`config.mk`:
```
export PLATFORM = sky130hd
export DESIGN_NAME = lfpd_lane
export DESIGN_NICKNAME = d
export VERILOG_FILES = /design/src/rtl/core/lfpd_pkg.sv /design/src/rtl/core/lfpd_lane.sv
export SDC_FILE = /design/constraint.sdc
export NUM_CORES = 1
export LEC_CHECK = 0
export ABC_CLOCK_PERIOD_IN_PS = 3100
export BUFFER_PORTS_ARGS = -buffer_cell sky130_fd_sc_hd__buf_2
export CELL_PAD_IN_SITES_DETAIL_PLACEMENT = 0
export CELL_PAD_IN_SITES_GLOBAL_PLACEMENT = 2
export CORE_MARGIN = 1.5
export CORE_UTILIZATION = 31
export CTS_CLUSTER_SIZE = 40
export DETAILED_ROUTE_END_ITERATION = 8
export GPL_TIMING_DRIVEN = 0
export PLACE_DENSITY_LB_ADDON = 0.1
export SYNTH_ARGS = -nofsm -noshare
export SYNTH_HDL_FRONTEND = slang
export SYNTH_SLANG_ARGS = --single-unit
export TNS_END_PERCENT = 20
```
`constraint.sdc`:
```
create_clock -name clock -period 3.1 [get_ports clock]
set_input_delay 0 -clock clock [delete_from_list [all_inputs] [get_ports clock]]
set_output_delay 0 -clock clock [all_outputs]
set_load 0.02 [all_outputs]
```
`src/rtl/core/lfpd_pkg.sv`:
```
// Shared types and constants for the line follower PD steering core.
`default_nettype none
package lfpd_pkg;

   localparam int SENSOR_COUNT = 12;
   localparam int MODE_W       = 2;
   localparam int LEVEL_W      = 12;
   localparam int SPEED_W      = 12;
   localparam int GAIN_W       = 16;
   localparam int CSR_IDX_W    = 3;
   localparam int CSR_DATA_W   = 16;
   localparam int DRIVE_W      = 13;
   localparam int LERR_W       = 15;
   localparam int PREV_W       = 16;
   localparam int ERR_W        = 24;   // line error, 8 fraction bits
   localparam int QUOT_W       = 23;   // |error| <= 6 * 768000 < 2**23
   localparam int PP_W         = 41;   // gain_p * error
   localparam int PDP_W        = 42;   // gain_d * error delta
   localparam int PDS_W        = 43;
   localparam int PD_W         = 27;
   localparam int DSUM_W       = 28;

   // 3000 * 256
   localparam logic [19:0] ERR_SCALE = 20'd768000;
   // floor(135*x/100) = (x * 135 * ceil(2**27/100)) >> 27 for 12-bit x
   localparam int LIMIT_SHIFT = 27;
   localparam logic [27:0] LIMIT_MULT = 28'd181194030;
   localparam logic [SPEED_W-1:0] SPEED_KNEE = 12'd160;

   localparam logic [MODE_W-1:0] MODE_NORMAL        = 2'd0;
   localparam logic [MODE_W-1:0] MODE_BRIDGE_LINEAR = 2'd1;
   localparam logic [MODE_W-1:0] MODE_BRIDGE_FLAT   = 2'd2;

   typedef enum logic [CSR_IDX_W-1:0] {
      CSR_TRACK_MODE   = 3'd0,
      CSR_BASE_SPEED   = 3'd1,
      CSR_GAIN_P       = 3'd2,
      CSR_GAIN_D       = 3'd3,
      CSR_WHITE_LEVEL  = 3'd4,
      CSR_GREEN_LEVEL  = 3'd5,
      CSR_STRIPE_LEVEL = 3'd6
   } csr_index_type;

   localparam logic [LEVEL_W-1:0] WHITE_RESET  = 12'd250;
   localparam logic [LEVEL_W-1:0] GREEN_RESET  = 12'd140;
   localparam logic [LEVEL_W-1:0] STRIPE_RESET = 12'd250;

   // row 3 is never selected; it repeats the normal set
   localparam logic signed [3:0] WEIGHT_TAB [4][SENSOR_COUNT] = '{
      '{4'sd3, 4'sd5, 4'sd4, 4'sd3, 4'sd2, 4'sd1,
        -4'sd1, -4'sd2, -4'sd3, -4'sd4, -4'sd5, -4'sd3},
      '{4'sd1, 4'sd2, 4'sd3, 4'sd4, 4'sd5, 4'sd6,
        -4'sd6, -4'sd5, -4'sd4, -4'sd3, -4'sd2, -4'sd1},
      '{4'sd2, 4'sd2, 4'sd2, 4'sd2, 4'sd3, 4'sd3,
        -4'sd3, -4'sd3, -4'sd2, -4'sd2, -4'sd2, -4'sd2},
      '{4'sd3, 4'sd5, 4'sd4, 4'sd3, 4'sd2, 4'sd1,
        -4'sd1, -4'sd2, -4'sd3, -4'sd4, -4'sd5, -4'sd3}
   };

   typedef struct packed {
      logic white;
      logic green;
      logic stripe;
   } lane_flags_type;

   typedef struct packed {
      logic              done;
      logic [QUOT_W-1:0] quotient;
   } div_status_type;

endpackage
`default_nettype wire

```
`src/rtl/core/lfpd_lane.sv`:
```
// One sensor lane: weighted sample and threshold flags.
`default_nettype none
module lfpd_lane #(
   parameter int SAMPLE_BITS = 12,
   parameter int LANE        = 0
) (
   input  logic                          clock,
   input  logic                          load,
   input  logic [lfpd_pkg::MODE_W-1:0]   wset,
   input  logic [SAMPLE_BITS-1:0]        sample,
   input  logic [lfpd_pkg::LEVEL_W-1:0]  white_level,
   input  logic [lfpd_pkg::LEVEL_W-1:0]  green_level,
   input  logic [lfpd_pkg::LEVEL_W-1:0]  stripe_level,
   output logic [SAMPLE_BITS-1:0]        sample_q,
   output logic signed [SAMPLE_BITS+3:0] prod,
   output lfpd_pkg::lane_flags_type      flags
);
   localparam int PROD_W = SAMPLE_BITS + 4;
   localparam int CMP_W  = (SAMPLE_BITS > lfpd_pkg::LEVEL_W) ? SAMPLE_BITS
                                                             : lfpd_pkg::LEVEL_W;

   logic signed [3:0]        wt;
   logic signed [PROD_W-1:0] wt_ext;
   logic signed [PROD_W-1:0] smp_ext;
   logic signed [PROD_W-1:0] prod_in;
   logic [CMP_W-1:0]         smp_cmp;
   lfpd_pkg::lane_flags_type flags_in;

   logic [SAMPLE_BITS-1:0]   sample_ff;
   logic signed [PROD_W-1:0] prod_ff;
   lfpd_pkg::lane_flags_type flags_ff;

   always_comb begin
      wt       = lfpd_pkg::WEIGHT_TAB[wset][LANE];
      wt_ext   = {{(PROD_W-4){wt[3]}}, wt};
      smp_ext  = {4'b0000, sample};
      prod_in  = wt_ext * smp_ext;
      smp_cmp  = CMP_W'(sample);
      flags_in.white  = smp_cmp > CMP_W'(white_level);
      flags_in.green  = smp_cmp < CMP_W'(green_level);
      flags_in.stripe = smp_cmp > CMP_W'(stripe_level);
   end

   always_ff @(posedge clock) begin
      if (load) begin
         sample_ff <= sample;
         prod_ff   <= prod_in;
         flags_ff  <= flags_in;
      end
   end

   assign sample_q = sample_ff;
   assign prod     = prod_ff;
   assign flags    = flags_ff;

endmodule
`default_nettype wire

```
After elaboration in Yosys (flattened, before gate mapping):

Cells that the tools add are included.

* bits in registers: 31
* input bits: 52

* mux-type cells: 3
* bitwise operators: 1
* $lt $le $gt $ge: 4
* multipliers: 1

Operators by type and width (number)
* $bmux 48 s2: 1
* $mux 48: 2
* $gt 12x12->1: 2
* $mul 4x13->16: 1
* $lt 12x12->1: 1
* $ge 3x3->1 const B: 1
* $not 2->3: 1

Longest topological paths before layout:

* depth in word-level cells: 5
* depth in mapped cells: 10
* mapped depth without buffers: 9

Least setup slack after synthesis:

No wires, ideal clock.

* path kind: input -> register
* start: input port wset[0] (netlist bit)
* end: register prod_ff[12] (netlist: prod[12]), data pin
* required time: 2.840 ns
* setup time: 0.260 ns
* arrival: 1.945 ns
* setup slack: 0.895 ns
* cell stages on the path: 10
* buffers on the path: 1
* path through: nand2b_1 > clkbuf_1 > and2_1 > ha_1 > ha_1 > fa_1 > a21oi_1 > o22ai_1 > o221ai_1 > xnor2_1

* word-level cells in the longest chain between the ends: 5

Ends and longest elaborated chain
* start: declaration: RTL line lfpd_lane.sv:9 `input logic [lfpd_pkg::MODE_W-1:0] wset,`
* $not 2->3 (not written as such): RTL line lfpd_lane.sv:34 `wt = lfpd_pkg::WEIGHT_TAB[wset][LANE];`
* $bmux 48 s2: RTL line lfpd_lane.sv:34
* $mux 48 (not written as such) (2 in series): RTL line lfpd_lane.sv:34
* $mul 4x13->16: RTL line lfpd_lane.sv:37 `prod_in = wt_ext * smp_ext;`
* net prod_in[12]: RTL line lfpd_lane.sv:25 `logic signed [PROD_W-1:0] prod_in;`
* end signal: assignment: RTL line lfpd_lane.sv:47 `prod_ff <= prod_in;`
* end: declaration: RTL line lfpd_lane.sv:30 `logic signed [PROD_W-1:0] prod_ff;`

The timed path passes the listed nets, and every way through them passes these cells. The select of a mux whose other input is x is not followed.
A chain may end at the register's enable or synchronous reset.

Worst setup path after layout:

* start: input port sample[2]
* end: register prod_ff[12] (netlist: prod[12]), data pin

* word-level cells in the longest chain between the ends: 1

Ends and longest elaborated chain
* start: declaration: RTL line lfpd_lane.sv:10 `input logic [SAMPLE_BITS-1:0] sample,`
* $mul 4x13->16: RTL line lfpd_lane.sv:37
* net prod_in[12]: RTL line lfpd_lane.sv:25

The timed path passes the listed nets, and every way through them passes these cells.

==> results_dict.tcl <==
set metrics [dict create \
    crit_type "input port to register" \
    drtAntennaViolNets 0 \
    crit_arrival_ps 2550 \
    path_cells "dlygate4sd3_1, buf_2, and2_1, ha_1, ha_1, fa_1, a21oi_1, o22ai_1, o221ai_1, xnor2_1" \
    regArea_um2 871 \
    relSlewSlack_pct 55.7 \
    area_growth_syn_to_layout_pct 25.6 \
    ctsResizeCount 0 \
    post-place-ws_ps 419 \
    maxCapViolCount 0 \
    drive_gt1_share_pct 25.9 \
    cp_slowest_stage_delay_ps 520 \
    rows 33 \
    die_x_um 94.4 \
    required_ps 3120 \
    grt_pass1_wl_mm 8.94 \
    avgSynthCellArea_um2 10.0 \
    final_cells 457 \
    hold_ws_ps 1.56 \
    synthArstFlopShare_pct 0 \
    status "complete, no violations" \
    routed.top_layer "met4" \
    hold_viol_final 0 \
    max_freq_mhz 395 \
    finalCriticalPeriod_ps 2530 \
    yosysSeqAreaShare_pct 33.6 \
    synth_area_leaders "edfxtp_1, ha_1, and2_1" \
    cts_buffer_depth 2 \
    rsz0062_at_grt "false" \
    nets 462 \
    grt_antenna_before_repair 0 \
    period_share_pct 81.6 \
    dp_hpwl_mm 4.68 \
    wl_met3_um 381 \
    cpMostUsedCell "ha_1" \
    multi_input_area_um2 1540 \
    wire_per_inst_um 12.5 \
    antenna_cells 0 \
    die_area_um2 8910 \
    cts.sinks 29 \
    yosys.cell_types.count 39 \
    place_congestion 0.799 \
    path_max_fanout 6 \
    synthFlopType "edfxtp_1" \
    yosysTopAreaCellShare_pct 33.6 \
    p_per_area_nw_per_um2 382 \
    setup_tns_ps 0 \
    tritoncts "yes" \
    cts_buffers 5 \
    routed_wl_mm 5.73 \
    crit_family "adder cells" \
    setup_ws_ps 570 \
    grtUsageTotal_pct 13.1 \
    final_util_pct 40.0 \
    peakVddDrop_uv 159 \
    via_per_inst 4.65 \
    slew_violations 0 \
    endpoint_kind "register" \
    synth-edff-count 29 \
    hold_class "input port to register" \
    core_um2 8130 \
    placed_cells 445 \
    crit_slowest_cell "dlygate4sd3_1" \
    wl_met1_mm 2.81 \
    leakagePower_nw 1.64 \
    die_h_um 94.4 \
    portBuffers 80 \
    start_kind "input port" \
    finalSetupViolCount 0 \
    yosysTopAreaCell "edfxtp_1" \
    stdcell_area_um2 3250 \
    initial_utilization_pct 31.8 \
    ioPinCount 83 \
    cp.buffers_inverters 2 \
    nFillCells 849 \
    met2_length_mm 2.50 \
    worst_slew_pin_slew_ps 665 \
    vias 2127 \
    synth_seq_cells 29 \
    placed_area_um2 3120 \
    cts.clk_slew.worst_paths_ps 60 \
    grt_max_degree 30 \
    cts_root_buf "clkbuf_8" \
    cts_max_level 2 \
    drc 0 \
    netlist_area_um2 2590 \
    yosys_warnings 0 \
    syn_inst 259 \
    grt_pass1_vias 1896 \
    initialDrtViolationCount 54 \
    post_cts_buffers 0 \
    p_total_mw 1.24 \
    grt_overflow 0 \
    firstDrtPassIters 6 \
]
## cells in the mapped netlist (2+ instances only)
master / instances
a211o_1: 2
clkbuf_1: 3
nand2_1: 6
nor2b_1: 3
buf_4: 2
a21o_1: 6
nor2_1: 5
a211oi_1: 3
nor3_1: 4
nand3_1: 10
a21oi_1: 14
o21ai_0: 3
a221oi_1: 3
xnor2_1: 6
inv_1: 38
nand2b_1: 3
a31oi_1: 4
nand4_1: 12
o21bai_1: 2
o211ai_1: 4
ha_1: 57
and2_1: 24
edfxtp_1: 29
## power by group
part / total [mW] / internal, mW / switching, mW
Clock: 0.286 / 0.151 / 0.135
Combinational: 0.454 / 0.191 / 0.263
Sequential: 0.503 / 0.494 / 0.00958
## state kept, by name (all words and copies together) (netlist names)
name / cells
prod: 14
sample_q: 12
flags: 3
## placed cells by master, fill, tap and decap left out, drive strengths merged, types with 2 or more instances in the layout
master,netlist,final
buf,3,83
ha,57,57
inv,38,38
edfxtp,29,29
and2,24,24
a21oi,15,15
nand4,12,12
nand3,10,10
clkbuf,3,9
xnor2,6,6
nand2,6,6
a21o,6,6
nor2,5,5
dlygate4sd3,0,5
o211ai,4,4
a31oi,4,4
nor3,4,4
o21ai,4,4
a211oi,4,4
nand2b,3,3
a221oi,3,3
nor2b,3,3
o21bai,2,2
a211o,2,2
conb,1,2
## final timing paths
path	slack (ps)	cells after the start	to	startpoint
setup / recovery	570	10	prod[12]	sample[2]
hold / removal	2	1	sample_q[10]	sample[10]
## cells by family (layout without fill, tap and decap cells)
kind of cell	after synthesis	count (layout)	synth area share, %
AO/OA/AOI/OAI	50	50	13.2
XOR/XNOR	7	7	2.37
adder cells (fa/ha/maj)	58	58	28.3
buffers and inverters	44	136	6.96
flip-flops	29	29	33.6
other	1	2	0.145
AND/OR/NAND/NOR	70	70	15.3
## final cells by class
| type | instances | area share, % |
|---|---|---|
| Clock inverter | 1 | 0.115 |
| Sequential cell | 29 | 26.8 |
| Tap cell | 105 | 4.04 |
| Buffer | 6 | 1.15 |
| Timing Repair Buffer | 85 | 13.9 |
| Multi-Input combinational cell | 187 | 47.4 |
| Clock buffer | 6 | 2.23 |
| Inverter | 38 | 4.39 |
## per-layer routing
| layer | global-route usage (%) | vias to the layer above |
|---|---|---|
| li1 | - | 1128 |
| met1 | 17.9 | 935 |
| met2 | 20.3 | 60 |
| met3 | 4.11 | 4 |
| met4 | 2.99 | 0 |
| met5 | 0 | - |
## repair_timing
| item | in CTS | in global routing |
|---|---|---|
| endpoints found under the setup margin | 0 | 0 |
| hold endpoints to repair | 4 | 1 |
| hold buffers | 4 | 1 |
No activity file was read; power rests on OpenSTA's default activity.
