$ cat src/rtl/core/lfpd_pkg.sv
// Shared types and constants for the line follower PD steering core.
`default_nettype none
package lfpd_pkg;

   localparam int SENSOR_COUNT = 12;
   localparam int MODE_W       = 2;
   localparam int LEVEL_W      = 12;
   localparam int SPEED_W      = 12;
   localparam int GAIN_W       = 16;
   localparam int CSR_IDX_W    = 3;
   localparam int CSR_DATA_W   = 16;
   localparam int DRIVE_W      = 13;
   localparam int LERR_W       = 15;
   localparam int PREV_W       = 16;
   localparam int ERR_W        = 24;   // line error, 8 fraction bits
   localparam int QUOT_W       = 23;   // |error| <= 6 * 768000 < 2**23
   localparam int PP_W         = 41;   // gain_p * error
   localparam int PDP_W        = 42;   // gain_d * error delta
   localparam int PDS_W        = 43;
   localparam int PD_W         = 27;
   localparam int DSUM_W       = 28;

   // 3000 * 256
   localparam logic [19:0] ERR_SCALE = 20'd768000;
   // floor(135*x/100) = (x * 135 * ceil(2**27/100)) >> 27 for 12-bit x
   localparam int LIMIT_SHIFT = 27;
   localparam logic [27:0] LIMIT_MULT = 28'd181194030;
   localparam logic [SPEED_W-1:0] SPEED_KNEE = 12'd160;

   localparam logic [MODE_W-1:0] MODE_NORMAL        = 2'd0;
   localparam logic [MODE_W-1:0] MODE_BRIDGE_LINEAR = 2'd1;
   localparam logic [MODE_W-1:0] MODE_BRIDGE_FLAT   = 2'd2;

   typedef enum logic [CSR_IDX_W-1:0] {
      CSR_TRACK_MODE   = 3'd0,
      CSR_BASE_SPEED   = 3'd1,
      CSR_GAIN_P       = 3'd2,
      CSR_GAIN_D       = 3'd3,
      CSR_WHITE_LEVEL  = 3'd4,
      CSR_GREEN_LEVEL  = 3'd5,
      CSR_STRIPE_LEVEL = 3'd6
   } csr_index_type;

   localparam logic [LEVEL_W-1:0] WHITE_RESET  = 12'd250;
   localparam logic [LEVEL_W-1:0] GREEN_RESET  = 12'd140;
   localparam logic [LEVEL_W-1:0] STRIPE_RESET = 12'd250;

   // row 3 is never selected; it repeats the normal set
   localparam logic signed [3:0] WEIGHT_TAB [4][SENSOR_COUNT] = '{
      '{4'sd3, 4'sd5, 4'sd4, 4'sd3, 4'sd2, 4'sd1,
        -4'sd1, -4'sd2, -4'sd3, -4'sd4, -4'sd5, -4'sd3},
      '{4'sd1, 4'sd2, 4'sd3, 4'sd4, 4'sd5, 4'sd6,
        -4'sd6, -4'sd5, -4'sd4, -4'sd3, -4'sd2, -4'sd1},
      '{4'sd2, 4'sd2, 4'sd2, 4'sd2, 4'sd3, 4'sd3,
        -4'sd3, -4'sd3, -4'sd2, -4'sd2, -4'sd2, -4'sd2},
      '{4'sd3, 4'sd5, 4'sd4, 4'sd3, 4'sd2, 4'sd1,
        -4'sd1, -4'sd2, -4'sd3, -4'sd4, -4'sd5, -4'sd3}
   };

   typedef struct packed {
      logic white;
      logic green;
      logic stripe;
   } lane_flags_type;

   typedef struct packed {
      logic              done;
      logic [QUOT_W-1:0] quotient;
   } div_status_type;

endpackage
`default_nettype wire

$ cat src/rtl/core/lfpd_merge.sv
// Merge stage: sums the lanes and evaluates the error guards.
`default_nettype none
module lfpd_merge #(
   parameter int SAMPLE_BITS = 12
) (
   input  logic                          clock,
   input  logic                          load,
   input  logic                          bridge,
   input  logic [SAMPLE_BITS-1:0]        sample_q [lfpd_pkg::SENSOR_COUNT],
   input  logic signed [SAMPLE_BITS+3:0] prod     [lfpd_pkg::SENSOR_COUNT],
   input  lfpd_pkg::lane_flags_type      flags    [lfpd_pkg::SENSOR_COUNT],
   output logic signed [SAMPLE_BITS+6:0] wsum,
   output logic [SAMPLE_BITS+3:0]        total,
   output logic                          zero
);
   localparam int WSUM_W = SAMPLE_BITS + 7;
   localparam int TOT_W  = SAMPLE_BITS + 4;

   logic signed [WSUM_W-1:0] wsum_in;
   logic [TOT_W-1:0]         total_in;
   logic                     zero_in;
   logic [3:0]               stripes;
   logic                     all_white, all_green;
   logic                     c_white, l_white, r_white, guard;

   logic signed [WSUM_W-1:0] wsum_ff;
   logic [TOT_W-1:0]         total_ff;
   logic                     zero_ff;

   always_comb begin
      wsum_in   = '0;
      total_in  = '0;
      stripes   = '0;
      all_white = 1'b1;
      all_green = 1'b1;
      for (int i = 0; i < lfpd_pkg::SENSOR_COUNT; i++) begin
         wsum_in  = wsum_in + WSUM_W'(prod[i]);
         total_in = total_in + TOT_W'(sample_q[i]);
         stripes  = stripes + {3'b000, flags[i].stripe};
      end
      // the outer two sensors stay out of the all-white / all-green tests
      for (int i = 1; i < lfpd_pkg::SENSOR_COUNT - 1; i++) begin
         all_white = all_white & flags[i].white;
         all_green = all_green & flags[i].green;
      end
      c_white = flags[5].white | flags[6].white;
      l_white = flags[0].white | flags[1].white;
      r_white = flags[10].white | flags[11].white;
      guard   = all_white | all_green | (flags[5].white & flags[6].white) |
                (c_white & l_white) | (c_white & r_white) | (stripes >= 4'd3);
      zero_in = (total_in == '0) | (!bridge & guard);
   end

   always_ff @(posedge clock) begin
      if (load) begin
         wsum_ff  <= wsum_in;
         total_ff <= total_in;
         zero_ff  <= zero_in;
      end
   end

   assign wsum  = wsum_ff;
   assign total = total_ff;
   assign zero  = zero_ff;

endmodule
`default_nettype wire

$ cat config.mk
export PLATFORM = sky130hd
export DESIGN_NAME = lfpd_merge
export DESIGN_NICKNAME = d
export VERILOG_FILES = /design/src/rtl/core/lfpd_pkg.sv /design/src/rtl/core/lfpd_merge.sv
export SDC_FILE = /design/constraint.sdc
export NUM_CORES = 1
export LEC_CHECK = 0
export ABC_AREA = 0
export BUFFER_PORTS_ARGS = -buffer_cell sky130_fd_sc_hd__buf_4
export CAP_MARGIN = 20
export CORE_AREA = 2 2 159 161
export CTS_CLUSTER_SIZE = 12
export DETAILED_ROUTE_END_ITERATION = 6
export DIE_AREA = 0 0 161 163
export GPL_TIMING_DRIVEN = 0
export PLACE_DENSITY = 0.71
export SLEW_MARGIN = 20
export SYNTH_ARGS = -nofsm -noshare
export SYNTH_HDL_FRONTEND = slang
export SYNTH_SLANG_ARGS = --single-unit
$ cat constraint.sdc
create_clock -name clock -period 17.3 [get_ports clock]
set_input_delay 1.73 -clock clock [delete_from_list [all_inputs] [get_ports clock]]
set_output_delay 1.73 -clock clock [all_outputs]
set_load 0.1 [all_outputs]
**Word-level counts from Yosys, hierarchy flattened**

Index checks and enable logic that the tools add are counted.
Widths: inputs -> output; s select.

- Multipliers: 0
- $add $sub $neg: 33
- Bitwise operators: 31
- Reductions and logical operators: 2
- Multiplexer cells: 0
- Shift-type cells: 0
- $lt $le $gt $ge: 1
- Divide/modulo/power cells: 0
- Equal/unequal tests: 0

Operator list:

| kind | count |
|---|---|
| $add 19x16->19 | 8 |
| $add 16x12->16 | 7 |
| $add 4x1->4 | 8 |
| $and 1x1->1 | 22 |
| $add 18x16->19 | 1 |
| $add 17x16->18 | 1 |
| $add 16x16->17 | 1 |
| $add 15x12->16 | 1 |
| $logic_not 16->1 | 1 |
| $add 14x12->15 | 1 |
| $add 13x12->14 | 1 |
| $add 12x12->13 | 1 |
| $or 1x1->1 | 9 |
| $add 3x1->4 | 1 |
| $ge 4x2->1 const B | 1 |
| $add 2x1->3 | 1 |
| $add 1x1->2 | 1 |
| $logic_not 1->1 | 1 |

- Word-level logic and storage cells: 70
- Bits in writable memories: 0
- Output and inout bits: 36
- Bits in read-only memories: 0
- Register bits: 36
- Latch bits: 0
- Memories kept: 0

**Depth between registers and ports, before layout**

Gate-level depths: netlist (run 1).

- Depth after elaboration: 16
- Mapped depth: 19

**Worst setup path after synthesis (run 1)**

No wires, ideal clock.

- Kind: input to register
- Start point: input port sample_q[74] (netlist name)
- End point: register zero_ff (netlist: zero), data pin
- Slack: 10.691 ns
- Arrival: 6.429 ns
- Stages: 15
- Cell sequence: fa_1 -> fa_1 -> inv_1 -> fa_1 -> fa_1 -> fa_1 -> inv_1 -> ha_1 -> fa_1 -> a211oi_1 -> o21ba_2 -> o22ai_1 -> a2111oi_0 -> or4b_1 -> o41ai_2

- Longest elaborated chain between the ends: 9

RTL lines:

| element | RTL line | text |
|---|---|---|
| from (decl) | lfpd_merge.sv:9 | `input logic [SAMPLE_BITS-1:0] sample_q [lfpd_pkg::SENSOR_COUNT],` |
| $add 16x12->16 (7 in series) | lfpd_merge.sv:38 | `total_in = total_in + TOT_W'(sample_q[i]);` |
| $logic_not 16->1 | lfpd_merge.sv:51 | `zero_in = (total_in == '0) \| (!bridge & guard);` |
| $or 1x1->1 | lfpd_merge.sv:51 |  |
| net zero_in | lfpd_merge.sv:21 | `logic zero_in;` |
| to (signal assigned) | lfpd_merge.sv:58 | `zero_ff <= zero_in;` |
| to (decl) | lfpd_merge.sv:28 | `logic zero_ff;` |

The timed path passes the listed nets, and every way through them passes these cells.
A chain may end at the register's enable or synchronous reset.

**Worst setup path after layout (run 1)**

- Start point: input port sample_q[74] (netlist name)
- End point: register zero_ff (netlist: zero), data pin

- Longest elaborated chain between the ends: 9

RTL lines:

| element | RTL line | text |
|---|---|---|
| $add 16x12->16 (7 in series) | lfpd_merge.sv:38 |  |
| net total_in[8] | lfpd_merge.sv:20 | `logic [TOT_W-1:0] total_in;` |
| $logic_not 16->1 | lfpd_merge.sv:51 |  |
| $or 1x1->1 | lfpd_merge.sv:51 |  |
| net zero_in | lfpd_merge.sv:21 |  |

The timed path passes the listed nets, and every way through them passes these cells.

==> results.tsv, run 1 <==
stage	metric	value	unit
logic_synthesis	syn_avg_cell_area	11.00	sq um
layout	final_util	0.5499	
logic_synthesis	async_flop_share	0	
logic_synthesis	synth_top_area_frac	0.5789	
layout	syn_to_final_growth	36.71	%
hold_path	hold_class	input pin to register	
sta	finalMaxSlewViolations	0	
logic_synthesis	ys_ff_latch	36	
cts	clk_pin_slew	0.06	ns
sta	rsz0062_at_grt	no	
logic_synthesis	synth_cells	902	
placement	portBuffers	408	
drt	dr.pass1.iters	4	
critical_path	cp.required	17.40	ns
cts	hold_buffers	0	
logic_synthesis	synth_area_leaders	fa_1, inv_1, edfxtp_1, ha_1, xnor2_1	
sta	worst_slack	10.25	ns
placement	dp_hpwl	21.91	mm
sta	finalHoldViolCount	0	
cts	post_cts_resized	0	
logic_synthesis	ys_seq_area_frac	0.1089	
critical_path	critPathMaxFanout	3	
floorplanning	die_area	0.02624	sq mm
sta	worst_pin_slew	1.121	ns
drt	wl	22.95	mm
floorplanning	die_w	161	um
drt	drtIter0Drc	215	
logic_synthesis	synth.distinct_cells	48	
cts	clock-sinks	36	
run_status	status	complete, no violations	
global_route	grt-ovfl-total	0	
global_route	grt_usage	0.1844	
cts	cts_buffer_depth	2	
cts	cts_setup_buffers	0	
drt	num_vias	7471	
cts	cts_tree	built	
sta	setup-violations-final	0	
floorplanning	core-area	0.02467	sq mm
floorplanning	rows	58	
critical_path	end_kind	register	
critical_path	path_class	input pin to register	
floorplanning	start_util	0.4022	
layout	diodes	0	
logic_synthesis	yosysMostFrequentCell	inv_1	
logic_synthesis	yosysTopAreaCell	fa_1	
critical_path	worstPathArrival	7.15	ns
cts	cts_made_buffers	5	
global_route	grt_pass1_vias	8399	
cts	cts_max_level	2	
drt	drtAntennaViolNets	0	
layout	fin_nets	2025	
drt	route.detailed.drc	0	
job	drv_cap	0	
sta	setup-tns-final	0	ns
logic_synthesis	synth_top_cells_by_count	inv_1, fa_1, ha_1	
drt	viasPerCell	4.533	
layout	layout-drive-gt1-share	0.3232	
logic_synthesis	ys_warn_count	0	
logic_synthesis	synth_ff_type	edfxtp_1	
sta	period_minus_slack	7.051	ns
drt	wl_per_cell	13.92	um
critical_path	cp-start-kind	input pin	
sta	fmax	0.1418	GHz
placement	place_area	0.01340	sq mm
logic_synthesis	syn-num-nets	1610	
sta	slew_headroom	0.2333	
logic_synthesis	synth_area	0.009925	sq mm
cts	root_buffer	clkbuf_16	
global_route	grt_max_degree	37	
sta	period_share	0.4076	
global_route	antenna_found_initial	1	
logic_synthesis	synth-edff-count	36	
floorplanning	die_y	163	um
global_route	grt_pass1_wl	38.21	mm
floorplanning	io_pins	411	
layout	design_area	0.01357	sq mm
placement	place_congestion	0.8569	
placement	place_ws	10.02	ns
[registers in the layout, indices dropped and copies added (netlist names)]
register and cells:
total 16, zero 1, wsum 19
[worst paths after layout]
check         start              to  slack (ns)  cells past startpoint
max    sample_q[74]  zero$_DFFE_PP_       10.25                     16
min          bridge  zero$_DFFE_PP_        1.84                      4
[logic make-up (layout without fill, tap and decap cells)]
logic type / after synthesis / after routing / share of synthesized area
mux: 2 / 2 / 0.002143
flops: 36 / 36 / 0.1089
compound gates: 79 / 79 / 0.05799
xor+xnor: 23 / 23 / 0.02030
simple gates: 77 / 77 / 0.03996
fa+ha+maj: 334 / 334 / 0.6379
buf+inv: 351 / 767 / 0.1328
[per-layer routing]
metal,global-route usage,part of all wire,vias to the layer above
met5,0,0,-
li1,-,-,3453
met4,0.03896,0.018,0
met2,0.3552,0.56,292
met1,0.2020,0.33,3696
met3,0.05067,0.094,30
[worst max-delay path: stages]
cell and delay (ns):
buf_4 0.12, fa_1 0.50, fa_1 0.52, inv_1 0.06, fa_1 0.56, fa_1 0.44, fa_1 0.50, inv_1 0.04
ha_1 0.22, fa_1 0.50, a21oi_1 0.23, o2111ai_1 0.23, xor2_1 0.24, a2111oi_0 0.42, or4b_1 0.59, o41ai_2 0.24
[through the flow]
step           hold slack, ns  std cells
4_1_cts                 1.838       1648
3_5_place_dp            2.146       1640
5_1_grt                 1.843       1648
6_report                1.842       1648
2_1_floorplan           1.843        902
3_3_place_gp            2.143       1640
[cell usage in the layout, fill, tap and decap left out, types with 3 or more instances in the layout]
cell type,n
buf_4,408
inv_1,350
fa_1,287
ha_1,46
edfxtp_1,36
nor2_1,19
a21oi_1,18
xnor2_1,17
nand2_1,13
a21o_1,11
nor2b_1,9
nand3_1,9
o21ai_0,7
xor2_1,6
o21a_1,5
nand4_1,5
o211ai_1,5
o31ai_1,5
nor3_1,5
clkbuf_16,5
nand2b_1,4
a2111oi_0,4
o21bai_1,3
o21ba_2,3
[area by class of cell]
type | count | area [sq um]
Buffer | 1 | 3.754
Clock buffer | 5 | 125.1
Clock inverter | 3 | 42.54
Fill cell | 2192 | 11110
Inverter | 350 | 1314
Multi-Input combinational cell | 515 | 7526
Sequential cell | 36 | 1081
Tap cell | 330 | 412.9
Timing Repair Buffer | 408 | 3063
Power of run 1 is not shown: default switching activity piles up to over one toggle a cycle in this logic, so the estimate is an artifact.
==> inputs of run 2 (changes only) <==
--- a/config.mk
+++ b/config.mk
@@ -8,12 +8,12 @@
 export ABC_AREA = 0
 export BUFFER_PORTS_ARGS = -buffer_cell sky130_fd_sc_hd__buf_4
 export CAP_MARGIN = 20
-export CORE_AREA = 2 2 159 161
+export CORE_AREA = 2 2 161 163
 export CTS_CLUSTER_SIZE = 12
 export DETAILED_ROUTE_END_ITERATION = 6
-export DIE_AREA = 0 0 161 163
+export DIE_AREA = 0 0 163 165
 export GPL_TIMING_DRIVEN = 0
-export PLACE_DENSITY = 0.71
+export PLACE_DENSITY = 0.7
 export SLEW_MARGIN = 20
 export SYNTH_ARGS = -nofsm -noshare
 export SYNTH_HDL_FRONTEND = slang
==> constraint.sdc (replaced) <==
create_clock -name clock -period 6.9 [get_ports clock]
set_input_delay 0.69 -clock clock [delete_from_list [all_inputs] [get_ports clock]]
set_output_delay 0.69 -clock clock [all_outputs]
set_load 0.1 [all_outputs]
==> run 2 against run 1 <==
  * Worst setup slack worse by 9.5 ns
  * Sequential cell count unchanged
  * Global-route usage down 0.85 points
  * Final cell count did not move
  * Critical path depth unchanged
  * Hold slack worse by 1.0 ns
  * Sequential share of layout area hardly changed
  * Core utilization decreased by 0.87 points
  * Largest cell class unchanged
  * Highest routed layer unchanged
==> results.tsv, run 2 (synthesis gave the netlist of run 1 again) <==
stage	metric	value	unit	change
critical_path	cp-start-kind	input pin		unchanged
sta	setup-tns-final	0	ns	unchanged
sta	period_minus_slack	6.140	ns	
cts	root_buffer	clkbuf_16		unchanged
layout	largest_register_ffs	19		unchanged
layout	regArea	0.001081	sq mm	unchanged
global_route	grt_max_degree	37		unchanged
global_route	grt_usage	0.1759		was 0.1844
layout	diodes	0		unchanged
job	drv_cap	0		unchanged
sta	slew_headroom	0.2599		was 0.2333
sta	hold_ws	0.8076	ns	was 1.842 ns
sta	finalHoldViolCount	0		unchanged
critical_path	worstPathArrival	6.23	ns	was 7.15 ns
sta	finalMaxSlewViolations	0		unchanged
layout	mostFrequentLayoutCell	buf_4		unchanged
cts	post_cts_resized	0		unchanged
global_route	grt_pass1_wl	37.30	mm	was 38.21 mm
layout	fin_nets	2025		unchanged
cts	cts_max_level	2		unchanged
placement	place_area	0.01340	sq mm	unchanged
sta	worst_pin_slew	1.082	ns	was 1.121 ns
placement	dp.cells	1640		unchanged
drt	wl	22.77	mm	was 22.95 mm
layout	layout-drive-gt1-share	0.3232		unchanged
floorplanning	rows	58		unchanged
drt	route.detailed.drc	0		unchanged
critical_path	critPathMaxFanout	3		unchanged
critical_path	worst_path_max_delay_cell	a2111oi_0		was or4b_1
cts	clk_pin_slew	0.06	ns	about the same
floorplanning	core-area	0.02504	sq mm	was 0.02467 sq mm
cts	hold_buffers	0		unchanged
sta	rsz0062_at_grt	no		unchanged
critical_path	crit_top_cell	fa_1		unchanged
layout	design_area	0.01355	sq mm	was 0.01357 sq mm
critical_path	max_stage_delay	0.61	ns	was 0.59 ns
critical_path	end_kind	register		unchanged
global_route	grt-ovfl-total	0		unchanged
floorplanning	start_util	0.3964		was 0.4022
floorplanning	die_w	163	um	was 161 um
cts	cts_setup_buffers	0		unchanged
critical_path	critPathLaunch	sample_q[74]		unchanged
global_route	grt_pass1_vias	8307		was 8,399
drt	viasPerCell	4.506		was 4.533
drt	num_vias	7426		was 7,471
placement	place_congestion	0.8521		was 0.8569
cts	cts_buffer_depth	2		unchanged
sta	setup-violations-final	0		unchanged
floorplanning	io_pins	411		unchanged
critical_path	critPathBufInv	3		unchanged
critical_path	cp.depth	16		unchanged
critical_path	worstPathCellList	buf_4, fa_1, fa_1, inv_1, fa_1, fa_1, fa_1, inv_1, ha_1, fa_1, a211oi_1, o21ba_2, o22ai_1, a2111oi_0, or4b_1, o41ai_2		was buf_4, fa_1, fa_1, inv_1, fa_1, fa_1, fa_1, inv_1, ha_1, fa_1, a21oi_1, o2111ai_1, xor2_1, a2111oi_0, or4b_1, o41ai_2
sta	fmax	0.1629	GHz	
drt	drtAntennaViolNets	0		unchanged
placement	dp_hpwl	21.73	mm	was 21.91 mm
drt	dr.pass1.iters	4		unchanged
sta	period_share	0.8898		
critical_path	cp.required	6.99	ns	was 17.40 ns
layout	multi_input_area	0.007526	sq mm	unchanged
cts	clock-sinks	36		unchanged
cts	cts_made_buffers	5		unchanged
floorplanning	die_area	0.02690	sq mm	was 0.02624 sq mm
hold_path	hold_class	input pin to register		unchanged
layout	syn_to_final_growth	36.52	%	was 36.71%
critical_path	crit_path_end	zero$_DFFE_PP_		unchanged
critical_path	path_delay_family	adder cells		unchanged
global_route	antenna_found_initial	1		unchanged
run_status	status	complete, no violations		unchanged
placement	portBuffers	408		unchanged
drt	drtIter0Drc	181		was 215
floorplanning	die_y	165	um	was 163 um
layout	final_cells	1648		unchanged
layout	mostFrequentLayoutCells	buf_4, inv_1, fa_1, ha_1, edfxtp_1		unchanged
critical_path	path_class	input pin to register		unchanged
layout	fillers	2223		was 2,192
cts	cts_tree	built		unchanged
drt	wl_per_cell	13.82	um	was 13.92 um
[run 2: cell count changes in the layout (fill, tap and decap cells not counted)]
cell / change
bufinv_16: -1
clkinv_4: +1
clkinv_2: -1
clkinvlp_4: +1
[run 2: layout make-up]
| class | instances | area share |
|---|---|---|
| inverters | 350 | 0.09696 |
| repair buffers | 408 | 0.2261 |
| multi-input cells | 515 | 0.5555 |
| well taps | 330 | 0.03047 |
| flip-flops and latches | 36 | 0.07979 |
| clock inverters | 3 | 0.001755 |
| clock buffers | 5 | 0.009234 |
| plain buffers | 1 | 0.0002770 |
[run 2: worst min path at each step]
stage / from / endpoint / slack, ns / depth (start not counted)
global route: bridge / zero$_DFFE_PP_ / 0.82 / 4
CTS: bridge / zero$_DFFE_PP_ / 0.81 / 4
detailed placement: bridge / zero$_DFFE_PP_ / 1.11 / 4
floorplan: load / total[0]$_DFFE_PP_ / 0.80 / 0
finish: bridge / zero$_DFFE_PP_ / 0.81 / 4
global placement: bridge / zero$_DFFE_PP_ / 1.10 / 4
[run 2: per-stage QoR]
stage / utilization / setup WS [ns]
6_report: 0.5412 / 0.7602
5_1_grt: 0.5412 / 0.4685
4_1_cts: 0.5412 / 0.6398
3_5_place_dp: 0.5352 / 0.4055
3_3_place_gp: 0.5352 / 0.4989
2_1_floorplan: - / 1.331
[run 2: tightest hold or removal path: cells and delay by family]
family	cells	cell delay (ns)
AO/OA/AOI/OAI	2	0.13
buffers and inverters	2	0.17
[run 2: per-layer routing]
metal,vias to the layer above,track usage,routed length (um)
li1,3447,-,-
met1,3679,0.1921,7570
met2,279,0.3417,12800
met3,21,0.04746,2081
met4,0,0.03298,315
met5,-,0,0
Power of run 2 is left out for the same reason.
