===== src/rtl/core/lfpd_pkg.sv =====
// Shared types and constants for the line follower PD steering core.
`default_nettype none
package lfpd_pkg;

   localparam int SENSOR_COUNT = 12;
   localparam int MODE_W       = 2;
   localparam int LEVEL_W      = 12;
   localparam int SPEED_W      = 12;
   localparam int GAIN_W       = 16;
   localparam int CSR_IDX_W    = 3;
   localparam int CSR_DATA_W   = 16;
   localparam int DRIVE_W      = 13;
   localparam int LERR_W       = 15;
   localparam int PREV_W       = 16;
   localparam int ERR_W        = 24;   // line error, 8 fraction bits
   localparam int QUOT_W       = 23;   // |error| <= 6 * 768000 < 2**23
   localparam int PP_W         = 41;   // gain_p * error
   localparam int PDP_W        = 42;   // gain_d * error delta
   localparam int PDS_W        = 43;
   localparam int PD_W         = 27;
   localparam int DSUM_W       = 28;

   // 3000 * 256
   localparam logic [19:0] ERR_SCALE = 20'd768000;
   // floor(135*x/100) = (x * 135 * ceil(2**27/100)) >> 27 for 12-bit x
   localparam int LIMIT_SHIFT = 27;
   localparam logic [27:0] LIMIT_MULT = 28'd181194030;
   localparam logic [SPEED_W-1:0] SPEED_KNEE = 12'd160;

   localparam logic [MODE_W-1:0] MODE_NORMAL        = 2'd0;
   localparam logic [MODE_W-1:0] MODE_BRIDGE_LINEAR = 2'd1;
   localparam logic [MODE_W-1:0] MODE_BRIDGE_FLAT   = 2'd2;

   typedef enum logic [CSR_IDX_W-1:0] {
      CSR_TRACK_MODE   = 3'd0,
      CSR_BASE_SPEED   = 3'd1,
      CSR_GAIN_P       = 3'd2,
      CSR_GAIN_D       = 3'd3,
      CSR_WHITE_LEVEL  = 3'd4,
      CSR_GREEN_LEVEL  = 3'd5,
      CSR_STRIPE_LEVEL = 3'd6
   } csr_index_type;

   localparam logic [LEVEL_W-1:0] WHITE_RESET  = 12'd250;
   localparam logic [LEVEL_W-1:0] GREEN_RESET  = 12'd140;
   localparam logic [LEVEL_W-1:0] STRIPE_RESET = 12'd250;

   // row 3 is never selected; it repeats the normal set
   localparam logic signed [3:0] WEIGHT_TAB [4][SENSOR_COUNT] = '{
      '{4'sd3, 4'sd5, 4'sd4, 4'sd3, 4'sd2, 4'sd1,
        -4'sd1, -4'sd2, -4'sd3, -4'sd4, -4'sd5, -4'sd3},
      '{4'sd1, 4'sd2, 4'sd3, 4'sd4, 4'sd5, 4'sd6,
        -4'sd6, -4'sd5, -4'sd4, -4'sd3, -4'sd2, -4'sd1},
      '{4'sd2, 4'sd2, 4'sd2, 4'sd2, 4'sd3, 4'sd3,
        -4'sd3, -4'sd3, -4'sd2, -4'sd2, -4'sd2, -4'sd2},
      '{4'sd3, 4'sd5, 4'sd4, 4'sd3, 4'sd2, 4'sd1,
        -4'sd1, -4'sd2, -4'sd3, -4'sd4, -4'sd5, -4'sd3}
   };

   typedef struct packed {
      logic white;
      logic green;
      logic stripe;
   } lane_flags_type;

   typedef struct packed {
      logic              done;
      logic [QUOT_W-1:0] quotient;
   } div_status_type;

endpackage
`default_nettype wire


===== src/rtl/core/lfpd_div.sv =====
// Restoring divider, one quotient bit per cycle.
`default_nettype none
module lfpd_div #(
   parameter int NUM_W = 38,
   parameter int DEN_W = 16
) (
   input  logic                     clock,
   input  logic                     reset,
   input  logic                     start,
   input  logic [NUM_W-1:0]         num,
   input  logic [DEN_W-1:0]         den,
   output lfpd_pkg::div_status_type status
);
   localparam int QW    = lfpd_pkg::QUOT_W;
   localparam int CNT_W = $clog2(QW);
   localparam int HI_W  = NUM_W - QW;

   logic [DEN_W:0]   trial;
   logic [DEN_W:0]   diff;
   logic             fits;

   logic [DEN_W-1:0] rem_ff, rem_in;
   logic [QW-1:0]    low_ff, low_in;
   logic [QW-1:0]    quot_ff, quot_in;
   logic [CNT_W-1:0] cnt_ff, cnt_in;
   logic             busy_ff, busy_in;
   logic             done_ff, done_in;

   // quotient is known to fit QW bits, so the high numerator part is below den
   always_comb begin
      trial   = {rem_ff, low_ff[QW-1]};
      diff    = trial - {1'b0, den};
      fits    = !diff[DEN_W];
      rem_in  = rem_ff;
      low_in  = low_ff;
      quot_in = quot_ff;
      cnt_in  = cnt_ff;
      busy_in = busy_ff;
      done_in = 1'b0;
      if (start) begin
         rem_in  = {{(DEN_W-HI_W){1'b0}}, num[NUM_W-1:QW]};
         low_in  = num[QW-1:0];
         cnt_in  = CNT_W'(QW - 1);
         busy_in = 1'b1;
      end else if (busy_ff) begin
         rem_in  = fits ? diff[DEN_W-1:0] : trial[DEN_W-1:0];
         low_in  = {low_ff[QW-2:0], 1'b0};
         quot_in = {quot_ff[QW-2:0], fits};
         cnt_in  = cnt_ff - 1'b1;
         if (cnt_ff == '0) begin
            busy_in = 1'b0;
            done_in = 1'b1;
         end
      end
   end

   always_ff @(posedge clock) begin
      if (reset) begin
         busy_ff <= 1'b0;
         done_ff <= 1'b0;
      end else begin
         busy_ff <= busy_in;
         done_ff <= done_in;
      end
   end

   always_ff @(posedge clock) begin
      rem_ff  <= rem_in;
      low_ff  <= low_in;
      quot_ff <= quot_in;
      cnt_ff  <= cnt_in;
   end

   assign status.done     = done_ff;
   assign status.quotient = quot_ff;

endmodule
`default_nettype wire


===== config.mk =====
export PLATFORM = sky130hd
export DESIGN_NAME = lfpd_div
export DESIGN_NICKNAME = d
export VERILOG_FILES = /design/src/rtl/core/lfpd_pkg.sv /design/src/rtl/core/lfpd_div.sv
export SDC_FILE = /design/constraint.sdc
export NUM_CORES = 1
export LEC_CHECK = 0
export ABC_AREA = 1
export BUFFER_PORTS_ARGS = -buffer_cell sky130_fd_sc_hd__buf_4
export CAP_MARGIN = 20
export CORE_AREA = 2 2 104 106
export CTS_BUF_LIST = sky130_fd_sc_hd__clkbuf_8
export DETAILED_ROUTE_END_ITERATION = 6
export DIE_AREA = 0 0 106 108
export GPL_TIMING_DRIVEN = 0
export HOLD_SLACK_MARGIN = 0.05
export PLACE_DENSITY = 0.72
export SETUP_SLACK_MARGIN = 0.02
export SYNTH_ARGS = -nofsm -noshare
export SYNTH_HDL_FRONTEND = slang
export SYNTH_SLANG_ARGS = --single-unit

===== constraint.sdc =====
create_clock -name clock -period 2.9 [get_ports clock]
set_input_delay 0 -clock clock [delete_from_list [all_inputs] [get_ports clock]]
set_output_delay 0 -clock clock [all_outputs]
set_load 0.005 [all_outputs]

======== Word level (Yosys, flattened, before mapping) ========
Index checks and enable logic that the tools add are counted.
storage, ports and cells
  flip-flop bits (word level) ............. 69
  output and inout port bits .............. 24
  logic and storage cells ................. 25
operators by class
  add/sub/neg operators ................... 2
  multiplexer cells ....................... 9
  bitwise operators ....................... 2
  reductions and logical operators ........ 5
operators by type and width
  operator             number
  $mux 23              2
  $mux 15              2
  $sub 17x16->17       1
  $mux 16              1
  $logic_not 5->1      1
  $sub 5x1->5 const B  1
  $mux 1               4
  $reduce_or 3->1      1
  $not 1->1            2
  $reduce_and 2->1     1
  $reduce_bool 2->1    1
  $logic_not 1->1      1

======== Longest topological paths before layout ========
Gate-level depths: netlist (run 1).
  depth in word-level cells ............... 4
  depth in mapped cells ................... 15

======== Least setup slack after synthesis (run 1) ========
OpenSTA, ideal clock, no wires.
  path kind ............................... reg2reg
  from .................................... register low_ff[22]
  to ...................................... register rem_ff[10], data pin
  library setup time ...................... 253 ps
  arrival time ............................ 1861 ps
  data required time ...................... 2647 ps
  setup slack ............................. 786 ps
  stages on the path, launching flop included .. 16
  path buffers ............................ 1
  clock period less this slack ............ 2114 ps
  cells stage by stage .................... edfxtp_1 inv_1 ha_1 inv_1 fa_1 nand2_2 nand2_2 nand3_2 nand2_2 nand2_4 nand2_4 nand2_4 buf_6 nand3_1 nand3_1 nand2_1
between the ends
  word-level cells in the longest chain between the ends .. 4
RTL lines
  what                    line            source
  from (decl)             lfpd_div.sv:23  logic [QW-1:0] low_ff, low_in;
  from (signal assigned)  lfpd_div.sv:69  low_ff <= low_in;
  $sub 17x16->17          lfpd_div.sv:32  diff = trial - {1'b0, den};
  $mux 16                 lfpd_div.sv:46  rem_in = fits ? diff[DEN_W-1:0] : trial[DEN_W-1:0];
  $mux 15                 lfpd_div.sv:45  end else if (busy_ff) begin
  $mux 15                 lfpd_div.sv:40  if (start) begin
  via rem_in[10]          lfpd_div.sv:22  logic [DEN_W-1:0] rem_ff, rem_in;
  to (signal assigned)    lfpd_div.sv:68  rem_ff <= rem_in;
  to (decl)               lfpd_div.sv:22
The timed path passes the listed nets, and every way through them passes these cells. The select of a mux whose other input is x is not followed.
A chain may end at the register's enable or synchronous reset.

======== Worst setup path after layout (run 1) ========
  from .................................... register low_ff[22]
  to ...................................... register rem_ff[1], data pin
Same word-level chain as after synthesis.

==> results.toml, run 1 <==
[logic_synthesis]
ys_types = 33
synth_edf_count = 61
synthArstFlopShare_pct = 0
syn_nets = 569
ys.flop_type = "edfxtp_1"
synth.ff_latch_count = 69
synth.avg_cell_area_um2 = 8.23
syn-cell-area_um2 = 4070
synth-seq-area-share_pct = 49.0
ys_warn_count = 0
syn_inst = 494

[place]
dp_slack_ns = 0.532
dp.cells = 711
gp_congestion = 0.822
place_area_um2 = 4870
dp_hpwl_mm = 7.24
portBuffers = 79

[sta]
clock_skew_ns = 0.00869
max_freq_mhz = 418
setup_viol = 0
finalHoldViolCount = 0
rsz0062_at_grt = "false"
relSlewSlack_pct = 51.4
final.setup.worst_slack_ns = 0.507
worst_pin_slew_ns = 0.728
finalSetupTns_ns = 0
min_period_over_period_pct = 82.5
post-route-min-period_ns = 2.39
report.final.slew_viol_count = 0

[floorplanning]
fp.dieW_um = 106
initial_utilization_pct = 39.7
ioPinCount = 81
die_y_um = 108
die_area_um2 = 11400
num_rows = 37
coreArea_um2 = 10200

[layout]
area_growth_pct = 35.9
fill_cells = 910
regArea_um2 = 1990
num_antenna_cells = 0
final_common_cell = "nand2_1"
multi_input_area_um2 = 1720
nets = 700
final_area_um2 = 5530
final_cell_mix = "199 x nand2_1, 82 x buf_4, 76 x inv_1"
drive_above_1_share_pct = 19.5
instances_no_fill = 766

[critical_path]
worstPathArrival_ns = 2.48
cp.depth = 15
reg2reg_to = "rem_ff[1]$_DFFE_PP_"
path_delay_family = "simple AND/OR/NAND/NOR gates"
cpPeakStageDelay_ns = 0.43
cp-end-kind = "flip-flop"
r2r-start = "low_ff[22]$_DFFE_PP_"
crit_type = "flip-flop to flip-flop"
slowest_stage = "fa_1"
ff2ff_path_depth = 15
crit_chain = "inv_1, ha_1, inv_1, fa_1, nand2_2, nand2_2, nand3_2, nand2_2, nand2_4, nand2_4, nand2_4, buf_6, nand3b_1, nand3_1, nand2_1"
crit_required_ns = 2.99
worst-path-buf-inv = 3
cp_max_fo = 10
regToRegSetupSlack_ns = 0.51
start_kind = "flip-flop"

[clocking]
cts.root.buffer_cell = "clkbuf_8"
cts.sinks = 69
cts_tree = "built"
path_clk_slew_ns = 0.07
post_cts_resized = 0
htreeDepth = 3
clock_latency_ns = 0.33
cts_made_buffers = 9
clockBufferDepth = 2

[routing]
viasPerCell = 4.60
post-route-drc-count = 0
wl_per_cell_um = 12.8
route.top_layer_used = "met4"
vias = 3523
wl_met3_um = 341
drt_wl_total_mm = 9.79
final_antenna_net_count = 0
drtIter0Drc = 153
first_pass_iters = 4
met2_length_mm = 4.99
wl_met1_mm = 4.38

[worst_hold_path]
whs_endpoint = "done_ff$_SDFF_PP0_"
hp-class = "input port to flip-flop"
hp-start = "start"
min_path_cells = 2

[run_status]
status = "completed"

[grt]
overflow = 0
grt_max_degree = 23
grt_pass1_vias = 3537
track_usage_pct = 17.7
grt_pass1_wl_mm = 15.9
antenna_found_initial = 0

[flow_run]
maxCapViolations = 0

[pwr]
power_leakage_nw = 2.75
peakVddDrop_uv = 334
power.total_mw = 3.30
cellPowerDensity_nw_per_um2 = 598
[timing repair]
| action | CTS | global route |
|---|---|---|
| buffers inserted | 0 | 0 |
| endpoints found under the hold margin | 40 | 0 |
| hold buffers | 39 | 0 |
[worst max-delay path by stage]
| stage | from | end |
|---|---|---|
| after floorplan | low_ff[22]$_DFFE_PP_ | rem_ff[10]$_DFFE_PP_ |
| after global placement | low_ff[22]$_DFFE_PP_ | rem_ff[10]$_DFFE_PP_ |
| after detailed placement | low_ff[22]$_DFFE_PP_ | rem_ff[10]$_DFFE_PP_ |
| after CTS | low_ff[22]$_DFFE_PP_ | rem_ff[7]$_DFFE_PP_ |
| after global routing | low_ff[22]$_DFFE_PP_ | rem_ff[6]$_DFFE_PP_ |
| final | low_ff[22]$_DFFE_PP_ | rem_ff[1]$_DFFE_PP_ |
[cells by family after synthesis]
| logic type | count (synthesis) | synth area share [%] |
|---|---|---|
| fa+ha+maj | 18 | 5.72 |
| flops | 69 | 49.0 |
| simple gates | 298 | 33.0 |
| buf+inv | 89 | 8.86 |
| compound gates | 15 | 2.34 |
| xor+xnor | 5 | 1.08 |
[stage by stage]
step	utilization, %	hold slack (ns)
after detailed placement	47.6	0.181
after global placement	47.2	0.177
after global routing	54.0	0.217
after floorplan	-	0.0771
after CTS	54.0	0.158
final	54.0	0.172
[per-layer routing]
layer	up-vias	track usage, %
met1	1607	21.6
met4	0	5.83
li1	1832	-
met2	78	31.8
met3	6	3.07
met5	-	0
[state kept, by name, indices dropped and copies added (netlist names)]
register	flops
busy_ff	1
cnt_ff	5
rem_ff	16
quot_ff	23
low_ff	23
done_ff	1
[Yosys cell counts, types with 4 or more instances]
cell	number	area share [%]
a21oi_1	9	1.1
clkbuf_1	6	0.55
dfxtp_1	8	3.9
edfxtp_1	61	45
ha_1	17	5.2
inv_1	75	6.9
nand2_1	199	18
nand2_2	8	1.2
nand2_4	4	1.1
nand3_1	41	5.0
nand3b_1	14	2.6
nor2_1	17	1.6
[where the power goes]
group          switching (mW)  total, mW  leakage (nW)  internal [mW]
logic                   0.606       1.03          1.95          0.426
registers              0.0543       1.26         0.667           1.21
clock network           0.356       1.01         0.135          0.657
total                    1.02       3.30          2.75           2.29
[area by class of cell]
| class | instances | area share [%] |
|---|---|---|
| sequential | 69 | 36.1 |
| multi-input combinational | 336 | 31.0 |
| timing repair buffer | 120 | 18.6 |
| inverter | 77 | 5.23 |
| tap | 136 | 3.08 |
| clock inverter | 7 | 2.49 |
| clock buffer | 9 | 2.24 |
| buffer | 12 | 1.29 |
[worst reg2reg max path: cells and delay by family (launching register included)]
family	cells	cell delay, ns
flops	1	0.36
buf+inv	3	0.33
simple gates	10	0.86
fa+ha+maj	2	0.60
Power figures use the tool's default switching activity.
==> run 2: changes to the inputs <==
--- a/config.mk
+++ b/config.mk
@@ -5,16 +5,16 @@
 export SDC_FILE = /design/constraint.sdc
 export NUM_CORES = 1
 export LEC_CHECK = 0
-export ABC_AREA = 1
+export ABC_AREA = 0
 export BUFFER_PORTS_ARGS = -buffer_cell sky130_fd_sc_hd__buf_4
 export CAP_MARGIN = 20
-export CORE_AREA = 2 2 104 106
+export CORE_AREA = 2 2 101 103
 export CTS_BUF_LIST = sky130_fd_sc_hd__clkbuf_8
 export DETAILED_ROUTE_END_ITERATION = 6
-export DIE_AREA = 0 0 106 108
+export DIE_AREA = 0 0 103 105
 export GPL_TIMING_DRIVEN = 0
 export HOLD_SLACK_MARGIN = 0.05
-export PLACE_DENSITY = 0.72
+export PLACE_DENSITY = 0.73
 export SETUP_SLACK_MARGIN = 0.02
 export SYNTH_ARGS = -nofsm -noshare
 export SYNTH_HDL_FRONTEND = slang
==> constraint.sdc (replaced) <==
create_clock -name clock -period 2.4 [get_ports clock]
set_input_delay 0 -clock clock [delete_from_list [all_inputs] [get_ports clock]]
set_output_delay 0 -clock clock [all_outputs]
set_load 0.005 [all_outputs]
==> run 2 against run 1 <==
  * The flow now finishes with violations (setup timing)
  * Clock skew decreased by 0.0020 ns
  * Final area down 1.1%
  * Die area is 5.5% lower
  * Non-clock buffer count rose by 14
  * Clock power rose by 15%
  * Total power rose by 47%
  * Count of clock-buffer cells in the layout unchanged
  * Cell count shrank 22%
  * Setup slack lost 0.95 ns
  * Via count down 12%
  * Area after synthesis fell by 6.1%
  * Utilization increased by 2.7 points
  * Critical path type unchanged
  * Critical endpoint is now rem_ff[8]$_DFFE_PP_
  * Highest routed layer unchanged
==> results.toml, run 2 <==
[sta]
holdWs_ns = 0.176
finalHoldViolCount = 0
clock_skew_ns = 0.00670
min_period_over_period_pct = 118
setup_viol = 17
max_freq_mhz = 352
relSlewSlack_pct = 38.0
rsz0062_at_grt = "true"
worst_pin_slew_ns = 0.929
post-route-min-period_ns = 2.84
final.setup.worst_slack_ns = -0.438
report.final.slew_viol_count = 0

[worst_hold_path]
hp-start = "den[0]"
whs_endpoint = "rem_ff[0]$_DFFE_PP_"
min_path_cells = 3
hp-class = "input port to flip-flop"

[run_status]
status = "complete, but fails checks"
violations = "setup timing"

[floorplanning]
die_y_um = 105
num_rows = 36
coreArea_um2 = 9640
initial_utilization_pct = 39.6
ioPinCount = 81
fp.dieW_um = 103
die_area_um2 = 10800

[critical_path]
regToRegSetupSlack_ns = -0.44
crit_type = "flip-flop to flip-flop"
reg2reg_to = "rem_ff[8]$_DFFE_PP_"
crit_required_ns = 2.50
cp_max_fo = 5
ff2ff_path_depth = 11
worstPathArrival_ns = 2.94
r2r-start = "low_ff[22]$_DFFE_PP_"
cp-end-kind = "flip-flop"
start_kind = "flip-flop"

[place]
portBuffers = 79
dp.cells = 529
gp_congestion = 0.920
place_area_um2 = 4600
dp_hpwl_mm = 6.37

[layout]
area_growth_pct = 43.2
drive_above_1_share_pct = 35.0
reg_top3 = "low_ff x23, quot_ff x23, rem_ff x16"
instances_no_fill = 596
num_antenna_cells = 0
nets = 533
final_area_um2 = 5470
final_cell_mix = "88 x buf_4, 61 x edfxtp_1, 39 x dlygate4sd3_1"
fin_util_pct = 56.7
final_common_cell = "buf_4"

[pwr]
cellPowerDensity_nw_per_um2 = 892
peakVddDrop_uv = 599
power.total_mw = 4.87
power_leakage_nw = 2.24

[clocking]
cts_made_buffers = 9
clock_latency_ns = 0.35
clockBufferDepth = 2
path_clk_slew_ns = 0.08
cts.root.buffer_cell = "clkbuf_8"
cts.sinks = 69
htreeDepth = 3
cts_tree = "built"

[logic_synthesis]
synth.most_common_cell = "edfxtp_1"
yosys.area.top_type = "edfxtp_1"
synth.ff_latch_count = 69
synthArstFlopShare_pct = 0
syn_nets = 391
synth-seq-area-share_pct = 52.2
ys_types = 61
synth_area_leaders = "edfxtp_1 48%, mux2_2 6.5%, ha_1 5.6%, dfxtp_1 4.2%, inv_1 2.6%"
ys_warn_count = 0
syn_inst = 316
ys.flop_type = "edfxtp_1"
synth.avg_cell_area_um2 = 12.1
synth_edf_count = 61
yosysTopAreaCellShare_pct = 48.0
synthTopCellsByCount = "61 x edfxtp_1, 26 x inv_1, 22 x mux2_2"
syn-cell-area_um2 = 3820

[flow_run]
maxCapViolations = 0

[routing]
drtIter0Drc = 174
post-route-drc-count = 0
viasPerCell = 5.22
vias = 3110
first_pass_iters = 4
final_antenna_net_count = 0
wl_per_cell_um = 16.6
drt_wl_total_mm = 9.87

[grt]
antenna_found_initial = 0
grt_pass1_wl_mm = 15.5
overflow = 0
grt_max_degree = 39
track_usage_pct = 18.6
grt_pass1_vias = 3147
[run 2: critical path, stage by stage, from the launching register on]
cell and delay, ns:
edfxtp_1 0.38, inv_1 0.08, ha_2 0.18, inv_2 0.04, fa_2 0.34, a211oi_2 0.24
o211ai_1 0.17, and4_4 0.19, mux2_4 0.34, and2_4 0.18, clkbuf_16 0.16, a221o_1 0.28
[run 2: cells by family after synthesis]
| group | synth area share [%] |
|---|---|
| buffers and inverters | 4.59 |
| muxes | 6.88 |
| AOI/OAI and AO/OA | 15.8 |
| xor gates and xnor gates | 2.75 |
| and+or+nand+nor | 11.7 |
| adders and majority gates | 6.10 |
| DFF | 52.2 |
[run 2: worst max path at each step]
stage	startpoint	end	slack, ns	cells after the start
after CTS	low_ff[22]$_DFFE_PP_	rem_ff[3]$_DFFE_PP_	-0.45	11
after floorplan	low_ff[22]$_DFFE_PP_	rem_ff[3]$_DFFE_PP_	-0.26	11
final	low_ff[22]$_DFFE_PP_	rem_ff[8]$_DFFE_PP_	-0.44	11
after global routing	low_ff[22]$_DFFE_PP_	rem_ff[3]$_DFFE_PP_	-0.53	11
after global placement	low_ff[22]$_DFFE_PP_	rem_ff[3]$_DFFE_PP_	-0.52	11
after detailed placement	low_ff[22]$_DFFE_PP_	rem_ff[3]$_DFFE_PP_	-0.59	11
[run 2: what timing repair did]
item	in CTS	in global routing
hold endpoints to repair	40	0
endpoints found under the setup margin	17	17
gates cloned	1	1
hold buffers	39	0
buffers inserted	10	0
pin swaps	5	6
resized for setup	16	8
[run 2: where the power goes]
| group | switching (mW) | total, mW | internal [mW] |
|---|---|---|---|
| Clock | 0.468 | 1.16 | 0.696 |
| Combinational | 1.04 | 2.08 | 1.04 |
| Sequential | 0.0978 | 1.63 | 1.53 |
[run 2: area by class of cell]
class | count | area [um2]
buffer | 15 | 91.3
clock buffer | 9 | 124
clock inverter | 7 | 121
fill | 850 | 4170
inverter | 26 | 97.6
multi-input combinational | 206 | 1740
sequential | 69 | 1990
tap | 133 | 166
timing repair buffer | 131 | 1130
[run 2: stage by stage]
| stage | setup TNS [ns] | setup WS, ns |
|---|---|---|
| after floorplan | -2.63 | -0.265 |
| after global placement | -17.70 | -0.524 |
| after global routing | -7.85 | -0.533 |
| after detailed placement | -11.70 | -0.593 |
| final | -6.04 | -0.438 |
| after CTS | -6.14 | -0.447 |
[run 2: per-layer routing]
layer | vias up | share of wire, % | global-route usage (%)
met5 | - | 0 | 0
met2 | 96 | 49 | 30.7
met1 | 1496 | 44 | 23.6
met3 | 24 | 5.1 | 5.22
met4 | 0 | 2.2 | 4.89
li1 | 1494 | - | -
